File: src/hdl/wwf_pkg.sv
// Shared types, codes and constants for the weighted window FIR filter.
package wwf_pkg;

    // Command codes carried in the input beat
    localparam logic CMD_SAMPLE = 1'b0;
    localparam logic CMD_COEFF  = 1'b1;

    // Filter mode codes
    localparam logic [1:0] MODE_PASS  = 2'd0;
    localparam logic [1:0] MODE_GAUSS = 2'd1;
    localparam logic [1:0] MODE_LWMA  = 2'd2;

    // Weight shape codes
    localparam logic [1:0] SHAPE_LINEAR  = 2'd0;
    localparam logic [1:0] SHAPE_SQUARED = 2'd1;
    localparam logic [1:0] SHAPE_CUBIC   = 2'd2;

    // Configuration register indexes and port widths
    localparam int CFG_IDX_W  = 2;
    localparam int CFG_DATA_W = 5;
    localparam logic [CFG_IDX_W-1:0] CFG_FILTER_MODE   = 2'd0;
    localparam logic [CFG_IDX_W-1:0] CFG_WEIGHT_SHAPE  = 2'd1;
    localparam logic [CFG_IDX_W-1:0] CFG_WINDOW_LENGTH = 2'd2;
    localparam logic [4:0] WINDOW_RESET = 5'd16;

    // Field widths
    localparam int SAMPLE_W = 32;
    localparam int COEFF_W  = 16;
    localparam int CIDX_W   = 4;

    // Gaussian coefficients are Q.15, so sums scale back by 2^15
    localparam int GAUSS_DEN = 32768;

    // Divider: 32 quotient bits, two per step
    localparam int QUOT_W        = 32;
    localparam int BITS_PER_STEP = 2;
    localparam int DIV_STEPS     = QUOT_W / BITS_PER_STEP;
    localparam int DIV_STEP_W    = $clog2(DIV_STEPS);

    localparam logic signed [SAMPLE_W-1:0] SAT_MAX = 32'sh7FFF_FFFF;
    localparam logic signed [SAMPLE_W-1:0] SAT_MIN = 32'sh8000_0000;

    typedef struct packed {
        logic                        cmd;
        logic signed [SAMPLE_W-1:0]  sample;
        logic        [CIDX_W-1:0]    coeff_index;
        logic signed [COEFF_W-1:0]   coeff_value;
    } in_t;

    typedef struct packed {
        logic signed [SAMPLE_W-1:0]  filtered;
        logic                        was_filtered;
    } out_t;

    typedef struct packed {
        logic        start;
        logic        gauss;
        logic [1:0]  shape;
    } mac_ctl_t;

    typedef struct packed {
        logic                        en;
        logic        [CIDX_W-1:0]    index;
        logic signed [COEFF_W-1:0]   value;
    } coef_wr_t;

    typedef enum logic [1:0] {
        ST_IDLE,
        ST_MAC,
        ST_DIV,
        ST_OUT
    } fsm_state_t;

    typedef enum logic [1:0] {
        DIV_IDLE,
        DIV_SETUP,
        DIV_ITER,
        DIV_DONE
    } div_state_t;

endpackage

File: src/hdl/wwf_mac.sv
// Sample and coefficient memories with the tap-walking multiply-accumulate unit.
module wwf_mac #(
    parameter  int MAX_TAPS = 16,
    localparam int AW       = (MAX_TAPS > 1) ? $clog2(MAX_TAPS) : 1,
    localparam int NW       = $clog2(MAX_TAPS + 1),
    localparam int WTW      = 3 * NW,
    localparam int MW       = (WTW + 1 > wwf_pkg::COEFF_W + 1) ? WTW + 1 : wwf_pkg::COEFF_W + 1,
    localparam int PROD_W   = MW + wwf_pkg::SAMPLE_W,
    localparam int ACC_W    = PROD_W + NW
) (
    input  logic                            aclk,
    input  logic                            aresetn,
    input  wwf_pkg::mac_ctl_t               ctl,
    input  logic [AW-1:0]                   start_addr,
    input  logic [NW-1:0]                   taps,
    input  logic                            smp_we,
    input  logic [AW-1:0]                   smp_addr,
    input  logic signed [wwf_pkg::SAMPLE_W-1:0] smp_data,
    input  wwf_pkg::coef_wr_t               coef_wr,
    output logic                            done,
    output logic signed [ACC_W-1:0]         acc
);

    localparam int CIW    = (AW > wwf_pkg::CIDX_W) ? AW : wwf_pkg::CIDX_W;

    logic signed [wwf_pkg::SAMPLE_W-1:0] smp_mem [0:MAX_TAPS-1];
    logic signed [wwf_pkg::COEFF_W-1:0]  coef_mem [0:MAX_TAPS-1];
    logic [MAX_TAPS-1:0]                 cvalid_reg;

    logic                 busy_reg, v1_reg, v2_reg, done_reg;
    logic                 gauss_reg;
    logic [1:0]           shape_reg;
    logic [NW-1:0]        taps_reg, cnt_reg, p_reg;
    logic [2*NW-1:0]      p2_reg;
    logic [WTW-1:0]       p3_reg, w1_reg;
    logic [AW-1:0]        rd_ptr_reg;
    logic signed [wwf_pkg::SAMPLE_W-1:0] smp_q_reg;
    logic signed [wwf_pkg::COEFF_W-1:0]  coef_q_reg;
    logic                 cval_q_reg;
    logic signed [PROD_W-1:0] prod_reg;
    logic signed [ACC_W-1:0]  acc_reg;

    logic                 issue;
    logic [CIW-1:0]       cidx;
    logic [AW-1:0]        coef_addr;
    logic                 coef_ok;
    logic [AW-1:0]        rd_ptr_next;
    logic [2*NW-1:0]      p2_next;
    logic [WTW-1:0]       p3_next;
    logic [WTW-1:0]       weight;
    logic signed [MW-1:0] mul_a;

    assign issue     = busy_reg && (cnt_reg != taps_reg);
    assign cidx      = CIW'(coef_wr.index);
    assign coef_addr = cidx[AW-1:0];
    assign coef_ok   = coef_wr.en && (32'(coef_wr.index) < 32'(MAX_TAPS));

    assign rd_ptr_next = (rd_ptr_reg == AW'(MAX_TAPS - 1)) ? '0 : rd_ptr_reg + AW'(1);

    // Running powers of the tap weight: (p+1)^2 and (p+1)^3 by differences
    assign p2_next = p2_reg + (2*NW)'({p_reg, 1'b0}) + (2*NW)'(1);
    assign p3_next = p3_reg + WTW'({p2_reg, 1'b0}) + WTW'(p2_reg)
                   + WTW'({p_reg, 1'b0}) + WTW'(p_reg) + WTW'(1);

    always_comb begin
        case (shape_reg)
            wwf_pkg::SHAPE_SQUARED: weight = WTW'(p2_reg);
            wwf_pkg::SHAPE_CUBIC:   weight = p3_reg;
            default:                weight = WTW'(p_reg);
        endcase
    end

    // Unwritten coefficients read as zero
    always_comb begin
        if (gauss_reg) begin
            mul_a = cval_q_reg ? {{(MW - wwf_pkg::COEFF_W){coef_q_reg[wwf_pkg::COEFF_W-1]}},
                                  coef_q_reg} : '0;
        end else begin
            mul_a = {{(MW - WTW){1'b0}}, w1_reg};
        end
    end

    // Memories: one write and one registered read each
    always_ff @(posedge aclk) begin
        if (smp_we) begin
            smp_mem[smp_addr] <= smp_data;
        end
        if (coef_ok) begin
            coef_mem[coef_addr] <= coef_wr.value;
        end
        smp_q_reg  <= smp_mem[rd_ptr_reg];
        coef_q_reg <= coef_mem[cnt_reg[AW-1:0]];
        cval_q_reg <= cvalid_reg[cnt_reg[AW-1:0]];
    end

    always_ff @(posedge aclk) begin
        if (!aresetn) begin
            busy_reg   <= 1'b0;
            v1_reg     <= 1'b0;
            v2_reg     <= 1'b0;
            done_reg   <= 1'b0;
            cvalid_reg <= '0;
        end else begin
            done_reg <= 1'b0;
            v1_reg   <= issue;
            v2_reg   <= v1_reg;
            if (coef_ok) begin
                cvalid_reg[coef_addr] <= 1'b1;
            end
            if (ctl.start) begin
                busy_reg <= 1'b1;
            end else if (busy_reg && !issue && !v1_reg && !v2_reg) begin
                // pipeline drained, last product is in the accumulator
                busy_reg <= 1'b0;
                done_reg <= 1'b1;
            end
        end
    end

    always_ff @(posedge aclk) begin
        if (ctl.start) begin
            gauss_reg  <= ctl.gauss;
            shape_reg  <= ctl.shape;
            taps_reg   <= taps;
            cnt_reg    <= '0;
            rd_ptr_reg <= start_addr;
            p_reg      <= NW'(1);
            p2_reg     <= (2*NW)'(1);
            p3_reg     <= WTW'(1);
        end else if (issue) begin
            cnt_reg    <= cnt_reg + NW'(1);
            rd_ptr_reg <= rd_ptr_next;
            p_reg      <= p_reg + NW'(1);
            p2_reg     <= p2_next;
            p3_reg     <= p3_next;
            w1_reg     <= weight;
        end
        if (v1_reg) begin
            prod_reg <= mul_a * smp_q_reg;
        end
        if (ctl.start) begin
            acc_reg <= '0;
        end else if (v2_reg) begin
            acc_reg <= acc_reg + ACC_W'(prod_reg);
        end
    end

    assign done = done_reg;
    assign acc  = acc_reg;

endmodule

File: src/hdl/wwf_div.sv
// Signed-by-unsigned divider, two quotient bits per cycle, saturating to 32 bits.
module wwf_div #(
    parameter int ACC_W = 54,
    parameter int DEN_W = 20
) (
    input  logic                                aclk,
    input  logic                                aresetn,
    input  logic                                start,
    input  logic signed [ACC_W-1:0]             dividend,
    input  logic [DEN_W-1:0]                    divisor,
    output logic                                done,
    output logic signed [wwf_pkg::QUOT_W-1:0]   quotient
);

    localparam int QW   = wwf_pkg::QUOT_W;
    localparam int HI_W = (ACC_W - QW > DEN_W) ? ACC_W - QW : DEN_W;

    wwf_pkg::div_state_t state_reg, state_next;

    logic [wwf_pkg::DIV_STEP_W-1:0] step_reg;
    logic [ACC_W-1:0]  mag_reg;
    logic              neg_reg;
    logic              ovf_reg;
    logic [DEN_W-1:0]  den_reg;
    logic [DEN_W-1:0]  rem_reg, rem_next;
    logic [QW-1:0]     low_reg, low_next;
    logic [QW-1:0]     q_reg, q_next;

    always_ff @(posedge aclk) begin
        if (!aresetn) begin
            state_reg <= wwf_pkg::DIV_IDLE;
        end else begin
            state_reg <= state_next;
        end
    end

    always_comb begin
        state_next = state_reg;
        done       = 1'b0;
        case (state_reg)
            wwf_pkg::DIV_IDLE: begin
                if (start) begin
                    state_next = wwf_pkg::DIV_SETUP;
                end
            end
            wwf_pkg::DIV_SETUP: begin
                state_next = wwf_pkg::DIV_ITER;
            end
            wwf_pkg::DIV_ITER: begin
                if (step_reg == wwf_pkg::DIV_STEP_W'(wwf_pkg::DIV_STEPS - 1)) begin
                    state_next = wwf_pkg::DIV_DONE;
                end
            end
            wwf_pkg::DIV_DONE: begin
                done       = 1'b1;
                state_next = wwf_pkg::DIV_IDLE;
            end
            default: state_next = wwf_pkg::DIV_IDLE;
        endcase
    end

    // Restoring steps: shift in the next dividend bit, subtract when it fits
    always_comb begin
        logic [DEN_W:0] r2;
        rem_next = rem_reg;
        low_next = low_reg;
        q_next   = q_reg;
        for (int j = 0; j < wwf_pkg::BITS_PER_STEP; j++) begin
            r2       = {rem_next, low_next[QW-1]};
            low_next = {low_next[QW-2:0], 1'b0};
            if (r2 >= {1'b0, den_reg}) begin
                rem_next = DEN_W'(r2 - {1'b0, den_reg});
                q_next   = {q_next[QW-2:0], 1'b1};
            end else begin
                rem_next = DEN_W'(r2);
                q_next   = {q_next[QW-2:0], 1'b0};
            end
        end
    end

    always_ff @(posedge aclk) begin
        case (state_reg)
            wwf_pkg::DIV_IDLE: begin
                if (start) begin
                    mag_reg <= dividend[ACC_W-1] ? ACC_W'(-dividend) : ACC_W'(dividend);
                    neg_reg <= dividend[ACC_W-1];
                    den_reg <= divisor;
                end
            end
            wwf_pkg::DIV_SETUP: begin
                // quotient of 2^32 or more saturates; otherwise the high part
                // is below the divisor and seeds the remainder
                ovf_reg  <= HI_W'(mag_reg[ACC_W-1:QW]) >= HI_W'(den_reg);
                rem_reg  <= DEN_W'(mag_reg[ACC_W-1:QW]);
                low_reg  <= mag_reg[QW-1:0];
                q_reg    <= '0;
                step_reg <= '0;
            end
            wwf_pkg::DIV_ITER: begin
                rem_reg  <= rem_next;
                low_reg  <= low_next;
                q_reg    <= q_next;
                step_reg <= step_reg + wwf_pkg::DIV_STEP_W'(1);
            end
            default: ;
        endcase
    end

    always_comb begin
        if (neg_reg) begin
            if (ovf_reg || (q_reg > QW'(unsigned'(wwf_pkg::SAT_MIN)))) begin
                quotient = wwf_pkg::SAT_MIN;
            end else begin
                quotient = -$signed(q_reg);
            end
        end else begin
            if (ovf_reg || q_reg[QW-1]) begin
                quotient = wwf_pkg::SAT_MAX;
            end else begin
                quotient = $signed(q_reg);
            end
        end
    end

endmodule

File: src/hdl/weighted_window_fir_filter.sv
// Top level: configuration, sample sequencing, divider hookup and output register.
//
//  channel   direction  handshake            beat
//  s_        in         s_valid / s_ready    wwf_pkg::in_t  (sample or coefficient)
//  m_        out        m_valid / m_ready    wwf_pkg::out_t (one per sample)
//  cfg_      in         cfg_we               cfg_index, cfg_wdata
//
// A coefficient beat is written in its accept cycle; the block stays ready.
// A sample that is passed through goes by way of ST_OUT into the output register.
// A filtered sample walks its N taps over the one read port of each memory, then
// passes the multiply pipeline and the divider, with control states in between.
// Input is taken again once the result sits in the output register; a stalled output
// holds the next result in the sequencer. Reset clears control state and the
// coefficient valid bits; no clearing pass is needed.
module weighted_window_fir_filter #(
    parameter int MAX_TAPS = 16
) (
    input  logic                                aclk,
    input  logic                                aresetn,
    input  logic                                s_valid,
    output logic                                s_ready,
    input  wwf_pkg::in_t                        s_data,
    output logic                                m_valid,
    input  logic                                m_ready,
    output wwf_pkg::out_t                       m_data,
    input  logic                                cfg_we,
    input  logic [wwf_pkg::CFG_IDX_W-1:0]       cfg_index,
    input  logic [wwf_pkg::CFG_DATA_W-1:0]      cfg_wdata
);

    localparam int AW     = (MAX_TAPS > 1) ? $clog2(MAX_TAPS) : 1;
    localparam int NW     = $clog2(MAX_TAPS + 1);
    localparam int WTW    = 3 * NW;
    localparam int MW     = (WTW + 1 > wwf_pkg::COEFF_W + 1) ? WTW + 1 : wwf_pkg::COEFF_W + 1;
    localparam int PROD_W = MW + wwf_pkg::SAMPLE_W;
    localparam int ACC_W  = PROD_W + NW;
    localparam int DEN_W  = (4 * NW > 16) ? 4 * NW : 16;

    wwf_pkg::fsm_state_t state_reg, state_next;

    logic [1:0]        mode_reg, shape_reg;
    logic [4:0]        wlen_reg;
    logic [NW-1:0]     seen_reg, seen_inc;
    logic [AW-1:0]     wp_reg, wp_inc;
    logic [NW-1:0]     taps;
    logic [NW:0]       ptr_sum, oldest;
    logic [AW-1:0]     start_addr;
    logic              accept, is_sample, do_filt;
    logic              div_start, out_load;
    logic [DEN_W-1:0]  den_reg;
    logic [1:0]        den_cnt_reg;
    wwf_pkg::out_t     res_reg;
    logic              m_valid_reg;
    wwf_pkg::out_t     m_data_reg;

    wwf_pkg::mac_ctl_t  mac_ctl;
    wwf_pkg::coef_wr_t  coef_wr;
    logic               mac_done;
    logic signed [ACC_W-1:0] mac_acc;
    logic               div_done;
    logic signed [wwf_pkg::QUOT_W-1:0] div_q;

    // Effective tap count: zero counts as one, clip at the line length
    always_comb begin
        if (wlen_reg == '0) begin
            taps = NW'(1);
        end else if (32'(wlen_reg) > 32'(MAX_TAPS)) begin
            taps = NW'(MAX_TAPS);
        end else begin
            taps = NW'(wlen_reg);
        end
    end

    assign seen_inc = (32'(seen_reg) == 32'(MAX_TAPS)) ? seen_reg : seen_reg + NW'(1);
    assign wp_inc   = (wp_reg == AW'(MAX_TAPS - 1)) ? '0 : wp_reg + AW'(1);

    // Oldest tap of the window once the new sample lands at wp_reg
    assign ptr_sum = (NW+1)'(wp_reg) + (NW+1)'(1);
    always_comb begin
        if (ptr_sum >= (NW+1)'(taps)) begin
            oldest = ptr_sum - (NW+1)'(taps);
        end else begin
            oldest = ptr_sum + (NW+1)'(MAX_TAPS) - (NW+1)'(taps);
        end
    end
    assign start_addr = oldest[AW-1:0];

    assign accept    = s_valid && s_ready;
    assign is_sample = (s_data.cmd == wwf_pkg::CMD_SAMPLE);
    assign do_filt   = (seen_inc >= taps) &&
                       ((mode_reg == wwf_pkg::MODE_GAUSS) || (mode_reg == wwf_pkg::MODE_LWMA));

    assign mac_ctl.start = accept && is_sample && do_filt;
    assign mac_ctl.gauss = (mode_reg == wwf_pkg::MODE_GAUSS);
    assign mac_ctl.shape = shape_reg;

    assign coef_wr.en    = accept && !is_sample;
    assign coef_wr.index = s_data.coeff_index;
    assign coef_wr.value = s_data.coeff_value;

    wwf_mac #(
        .MAX_TAPS (MAX_TAPS)
    ) u_mac (
        .aclk       (aclk),
        .aresetn    (aresetn),
        .ctl        (mac_ctl),
        .start_addr (start_addr),
        .taps       (taps),
        .smp_we     (accept && is_sample),
        .smp_addr   (wp_reg),
        .smp_data   (s_data.sample),
        .coef_wr    (coef_wr),
        .done       (mac_done),
        .acc        (mac_acc)
    );

    wwf_div #(
        .ACC_W (ACC_W),
        .DEN_W (DEN_W)
    ) u_div (
        .aclk     (aclk),
        .aresetn  (aresetn),
        .start    (div_start),
        .dividend (mac_acc),
        .divisor  (den_reg),
        .done     (div_done),
        .quotient (div_q)
    );

    always_ff @(posedge aclk) begin
        if (!aresetn) begin
            state_reg <= wwf_pkg::ST_IDLE;
        end else begin
            state_reg <= state_next;
        end
    end

    always_comb begin
        state_next = state_reg;
        s_ready    = 1'b0;
        div_start  = 1'b0;
        out_load   = 1'b0;
        case (state_reg)
            wwf_pkg::ST_IDLE: begin
                s_ready = 1'b1;
                if (s_valid && is_sample) begin
                    if (do_filt) begin
                        state_next = wwf_pkg::ST_MAC;
                    end else begin
                        state_next = wwf_pkg::ST_OUT;
                    end
                end
            end
            wwf_pkg::ST_MAC: begin
                if (mac_done) begin
                    div_start  = 1'b1;
                    state_next = wwf_pkg::ST_DIV;
                end
            end
            wwf_pkg::ST_DIV: begin
                if (div_done) begin
                    state_next = wwf_pkg::ST_OUT;
                end
            end
            wwf_pkg::ST_OUT: begin
                // hold the result until the output register frees up
                if (!m_valid_reg || m_ready) begin
                    out_load   = 1'b1;
                    state_next = wwf_pkg::ST_IDLE;
                end
            end
            default: state_next = wwf_pkg::ST_IDLE;
        endcase
    end

    always_ff @(posedge aclk) begin
        if (!aresetn) begin
            mode_reg    <= wwf_pkg::MODE_PASS;
            shape_reg   <= wwf_pkg::SHAPE_LINEAR;
            wlen_reg    <= wwf_pkg::WINDOW_RESET;
            seen_reg    <= '0;
            wp_reg      <= '0;
            m_valid_reg <= 1'b0;
        end else begin
            if (cfg_we) begin
                case (cfg_index)
                    wwf_pkg::CFG_FILTER_MODE:   mode_reg  <= cfg_wdata[1:0];
                    wwf_pkg::CFG_WEIGHT_SHAPE:  shape_reg <= cfg_wdata[1:0];
                    wwf_pkg::CFG_WINDOW_LENGTH: wlen_reg  <= cfg_wdata;
                    default: ;
                endcase
            end
            if (accept && is_sample) begin
                seen_reg <= seen_inc;
                wp_reg   <= wp_inc;
            end
            if (out_load) begin
                m_valid_reg <= 1'b1;
            end else if (m_ready) begin
                m_valid_reg <= 1'b0;
            end
        end
    end

    always_ff @(posedge aclk) begin
        if (accept && is_sample) begin
            res_reg.filtered     <= s_data.sample;
            res_reg.was_filtered <= 1'b0;
            if (mode_reg == wwf_pkg::MODE_GAUSS) begin
                den_reg     <= DEN_W'(wwf_pkg::GAUSS_DEN);
                den_cnt_reg <= 2'd0;
            end else begin
                // N^(k+1): start at N, multiply by N k more times
                den_reg <= DEN_W'(taps);
                case (shape_reg)
                    wwf_pkg::SHAPE_SQUARED: den_cnt_reg <= 2'd2;
                    wwf_pkg::SHAPE_CUBIC:   den_cnt_reg <= 2'd3;
                    default:                den_cnt_reg <= 2'd1;
                endcase
            end
        end else if ((state_reg == wwf_pkg::ST_MAC) && (den_cnt_reg != 2'd0)) begin
            den_reg     <= DEN_W'(den_reg * taps);
            den_cnt_reg <= den_cnt_reg - 2'd1;
        end
        if (div_done) begin
            res_reg.filtered     <= div_q;
            res_reg.was_filtered <= 1'b1;
        end
        if (out_load) begin
            m_data_reg <= res_reg;
        end
    end

    assign m_valid = m_valid_reg;
    assign m_data  = m_data_reg;

    a_mac_done_in_mac: assert property (@(posedge aclk) disable iff (!aresetn)
        mac_done |-> (state_reg == wwf_pkg::ST_MAC))
        else $error("tap walk finished outside the accumulate phase");

    a_div_done_in_div: assert property (@(posedge aclk) disable iff (!aresetn)
        div_done |-> (state_reg == wwf_pkg::ST_DIV))
        else $error("divider finished outside the divide phase");

    a_coef_stays_idle: assert property (@(posedge aclk) disable iff (!aresetn)
        (accept && (s_data.cmd == wwf_pkg::CMD_COEFF)) |=> (state_reg == wwf_pkg::ST_IDLE))
        else $error("coefficient beat started a result");

    a_den_ready: assert property (@(posedge aclk) disable iff (!aresetn)
        div_start |-> (den_cnt_reg == 2'd0))
        else $error("divisor not complete when the divide starts");

endmodule

File: config.mk
export PLATFORM = sky130hd
export DESIGN_NAME = weighted_window_fir_filter
export DESIGN_NICKNAME = d
export VERILOG_FILES = /design/src/hdl/wwf_pkg.sv /design/src/hdl/wwf_mac.sv /design/src/hdl/wwf_div.sv /design/src/hdl/weighted_window_fir_filter.sv
export SDC_FILE = /design/constraint.sdc
export NUM_CORES = 2
export LEC_CHECK = 0
export BUFFER_PORTS_ARGS = -buffer_cell sky130_fd_sc_hd__buf_4
export CORE_ASPECT_RATIO = 0.75
export CORE_MARGIN = 2
export CORE_UTILIZATION = 50
export CTS_BUF_LIST = sky130_fd_sc_hd__clkbuf_2 sky130_fd_sc_hd__clkbuf_4 sky130_fd_sc_hd__clkbuf_8
export DETAILED_ROUTE_END_ITERATION = 10
export GPL_TIMING_DRIVEN = 0
export PLACE_DENSITY = 0.71
export SLEW_MARGIN = 20
export SYNTH_ARGS = -nofsm -noshare
export SYNTH_HDL_FRONTEND = slang
export SYNTH_HIERARCHICAL = 1
export SYNTH_SLANG_ARGS = --single-unit
File: constraint.sdc
create_clock -name aclk -period 6.95 [get_ports aclk]
set_input_delay 2.085 -clock aclk [delete_from_list [all_inputs] [get_ports aclk]]
set_output_delay 2.085 -clock aclk [all_outputs]
set_load 0.01 [all_outputs]
==> results.py <==
metrics = {
    "pwr": {
        "p_leak_uw": 0.0345,
        "ir_drop_v": 0.000230,
        "p_per_area_mw_per_mm2": 261,
        "p_total_uw": 23100,
    },
    "finish": {
        "area_growth_pct": 13.5,
        "top_register": "u_mac/smp_mem",
        "fillers": 12100,
        "post-route-cell-area_sq_mm": 0.0883,
        "drive_gt1_share_pct": 17.2,
        "nets": 7522,
        "top_regs": "u_mac/smp_mem: 512 flops, u_mac/coef_mem: 256 flops",
        "largest_reg_flops": 512,
    },
    "cts": {
        "clock_path_buffers": 3,
        "cts_sinks": 1277,
        "htreeDepth": 4,
        "clockRootBuffer": "clkbuf_8",
        "clk_latency_ns": 0.92,
        "cts_buffers": 190,
        "cts_tree": "yes",
        "cts.clk_slew.worst_paths_ns": 0.07,
    },
    "routing": {
        "vias": 51200,
        "wl_per_cell_um": 23.8,
        "via_per_inst": 5.85,
        "wirelength_um": 208000,
        "first_iter_violations": 5762,
        "drc": 0,
        "final_antenna_net_count": 0,
        "drtPass1Iterations": 7,
    },
    "run_status": {
        "violations": "negative setup slack",
        "status": "finished, violations left",
    },
    "placement": {
        "gp_congestion": 0.960,
        "hpwlAfterDp_um": 156000,
        "place_area_sq_mm": 0.0824,
        "port_buffers": 99,
        "pre_cts_ws_ns": -1.90,
    },
    "die": {
        "die_area_sq_mm": 0.159,
        "core_area_sq_mm": 0.155,
        "row_count": 125,
        "io_pins": 100,
        "floorplan.initialDensity_pct": 50.3,
        "die_w_um": 459,
        "die_height_um": 346,
    },
    "timing": {
        "setup_tns_ns": -0.444,
        "fin_crit_ns": 7.07,
        "rsz0062_at_grt": "true",
        "fmax_mhz": 142,
        "relSlewSlack_pct": 24.6,
        "setup_viol": 7,
        "slew_violations": 0,
        "finalCritPeriodShare_pct": 102,
        "hold_viol_final": 0,
        "skew_ns": 0.0681,
        "tightestPinTransition_ns": 1.13,
        "setup_ws_ns": -0.117,
    },
    "setup_path": {
        "r2r-start": "u_mac/gauss_reg",
        "reg2reg_slack_ns": -0.12,
        "slowest_stage": "fa_1",
        "cpPeakStageDelay_ns": 0.55,
        "crit_fanout": 6,
        "endpoint_kind": "flip-flop",
        "worstPathRequired_ns": 7.65,
        "critPathLaunchType": "flip-flop",
        "timing.rr.end": "u_mac/prod_reg[48]",
        "r2r_cells": 28,
        "worstPathArrival_ns": 7.76,
        "path_common_cell": "fa_1",
        "crit_type": "flip-flop to flip-flop",
    },
    "synth": {
        "synth_area_sq_mm": 0.0778,
        "synth_edf_count": 1095,
        "synth.avg_cell_area_sq_um": 12.7,
        "ys_types": 112,
        "syn_inst": 6134,
        "yosysWarningCount": 6,
        "async_flop_share_pct": 0,
        "ys.flop_type": "edfxtp_1",
        "ys_seq_elements": 1277,
        "synthesis.nets": 7111,
        "yosysSeqAreaShare_pct": 47.0,
    },
    "global_route": {
        "grt_pass1_vias": 51000,
        "grt_busiest_layer": "met1",
        "grt_first_pass_wirelength_um": 315000,
        "use_met1_pct": 39.7,
        "grt_use_total_pct": 26.3,
        "grtUsageMet3_pct": 5.92,
        "met2_usage_pct": 38.0,
        "grt_max_degree": 53,
        "antenna_found_initial": 14,
        "gr-total-overflow": 0,
    },
    "hold_path": {
        "hold_class": "flip-flop to flip-flop",
        "worstHoldStart": "res_reg[31]",
        "hold_end": "m_data[31]",
        "hold_depth": 0,
    },
    "flow_run": {
        "cap_violations": 0,
    },
}
==> per-layer routing <==
| metal | vias to the layer above | wire length (um) |
|---|---|---|
| li1 | 22300 | - |
| met1 | 25900 | 89000 |
| met2 | 2606 | 90400 |
| met3 | 344 | 22900 |
| met4 | 10 | 5600 |
| met5 | - | 64 |
==> what timing repair did <==
item,in CTS,in global routing
resized for setup,238,114
hold buffers,0,0
pin swaps,60,32
gates cloned,4,4
buffers inserted,32,18
endpoints found under the setup margin,53,35
==> worst max-delay path: cells and delay by family, from the launching register on <==
| kind | cells | cell delay [ns] |
|---|---|---|
| compound gates | 7 | 1.48 |
| flops | 1 | 0.43 |
| buf+inv | 9 | 0.95 |
| fa+ha+maj | 7 | 3.24 |
| simple gates | 5 | 0.73 |
==> final cells by class <==
cell class / count / area, sq um / area share (%)
Multi-Input combinational cell: 3881 / 38600 / 43.7
Clock buffer: 285 / 3430 / 3.88
Timing Repair Buffer: 224 / 2370 / 2.68
Sequential cell: 1277 / 36500 / 41.4
Inverter: 710 / 2670 / 3.02
Buffer: 261 / 1510 / 1.71
Antenna cell: 4 / 10.0 / 0.0113
Clock inverter: 73 / 668 / 0.757
Tap cell: 2032 / 2540 / 2.88
==> cells by family after synthesis <==
logic type      share of synthesized area, %
simple gates                            10.3
fa+ha+maj                               20.4
flops                                   47.0
xor+xnor                                2.46
mux                                     8.28
compound gates                          6.88
buf+inv                                 4.75
==> cell usage after synthesis (all sizes together) (12+ instances only) <==
cell,number,share of area (%)
fa,593,15
nor2,250,1.2
and3,22,0.18
mux4,245,7.1
nand2b,49,0.39
nand4,32,0.26
o41ai,12,0.14
a211oi,28,0.28
inv,710,3.4
ha,319,5.1
edfxtp,1095,42
nand3,68,0.46
xnor2,159,1.8
a22oi,13,0.13
nor2b,115,0.92
nor3,65,0.46
a21oi,188,1.2
o21bai,22,0.23
a31oi,24,0.21
mux2,42,0.61
clkbuf,215,1.0
o31ai,30,0.31
o21ai,209,1.4
xor2,57,0.64
nand3b,17,0.16
dfxtp,182,4.7
buf,51,0.29
or2,15,0.12
mux2i,45,0.58
and2,296,2.4
o21a,45,0.43
o311ai,30,0.34
a21o,101,0.98
o211ai,12,0.13
nand2,601,2.9
or3,36,0.30
==> cell usage in the layout (no fill, tap or decap), types with 18 or more instances in the layout <==
cell type,netlist,layout
buf_4,0,167
xnor2_1,159,159
clkbuf_2,2,32
clkinv_2,0,18
or3_1,34,34
clkbuf_1,213,145
mux2_2,40,40
a31oi_1,22,19
o31ai_1,29,29
and2_1,294,285
buf_1,30,20
edfxtp_1,1095,1095
nand2b_1,49,48
o311ai_1,22,22
dfxtp_1,182,180
nand3_1,65,61
a21oi_1,186,176
o21bai_1,20,18
nor3_1,60,51
clkbuf_4,0,87
clkinv_1,0,31
o21a_1,45,45
and3_1,20,19
fa_1,593,583
nand2_1,599,585
mux2i_1,45,45
xor2_1,57,57
clkbuf_8,0,214
buf_6,1,23
a21o_1,100,100
mux4_2,245,245
nand4_1,32,32
ha_1,319,298
ha_4,0,20
buf_2,20,23
inv_1,708,696
nor2b_1,115,114
a211oi_1,27,25
o21ai_0,189,172
nor2_1,250,220
==> per-stage QoR <==
stage / hold slack, ns / utilization, % / instances
6_report: 0.412 / 57.1 / 8747
5_1_grt: 0.429 / 57.1 / 8744
4_1_cts: 0.395 / 56.8 / 8720
3_5_place_dp: 0.405 / 53.3 / 8330
3_3_place_gp: 0.405 / 52.4 / 8265
2_1_floorplan: 0.400 / - / 6134
==> where the power goes <==
group / internal (uW) / switching [uW]
sequential: 9040 / 531
clock: 3470 / 3040
combinational: 2960 / 4040
==> worst max path at each step <==
stage | start | end | depth (start not counted)
6_report | u_mac/gauss_reg | u_mac/prod_reg[48] | 28
4_1_cts | u_mac/gauss_reg | u_mac/prod_reg[47] | 23
5_1_grt | u_mac/gauss_reg | u_mac/prod_reg[47] | 23
3_3_place_gp | u_mac/gauss_reg | u_mac/prod_reg[47] | 21
2_1_floorplan | u_mac/gauss_reg | u_mac/prod_reg[47] | 24
3_5_place_dp | u_mac/gauss_reg | u_mac/prod_reg[47] | 26
Note: power is estimated with default switching activity, not from simulation.
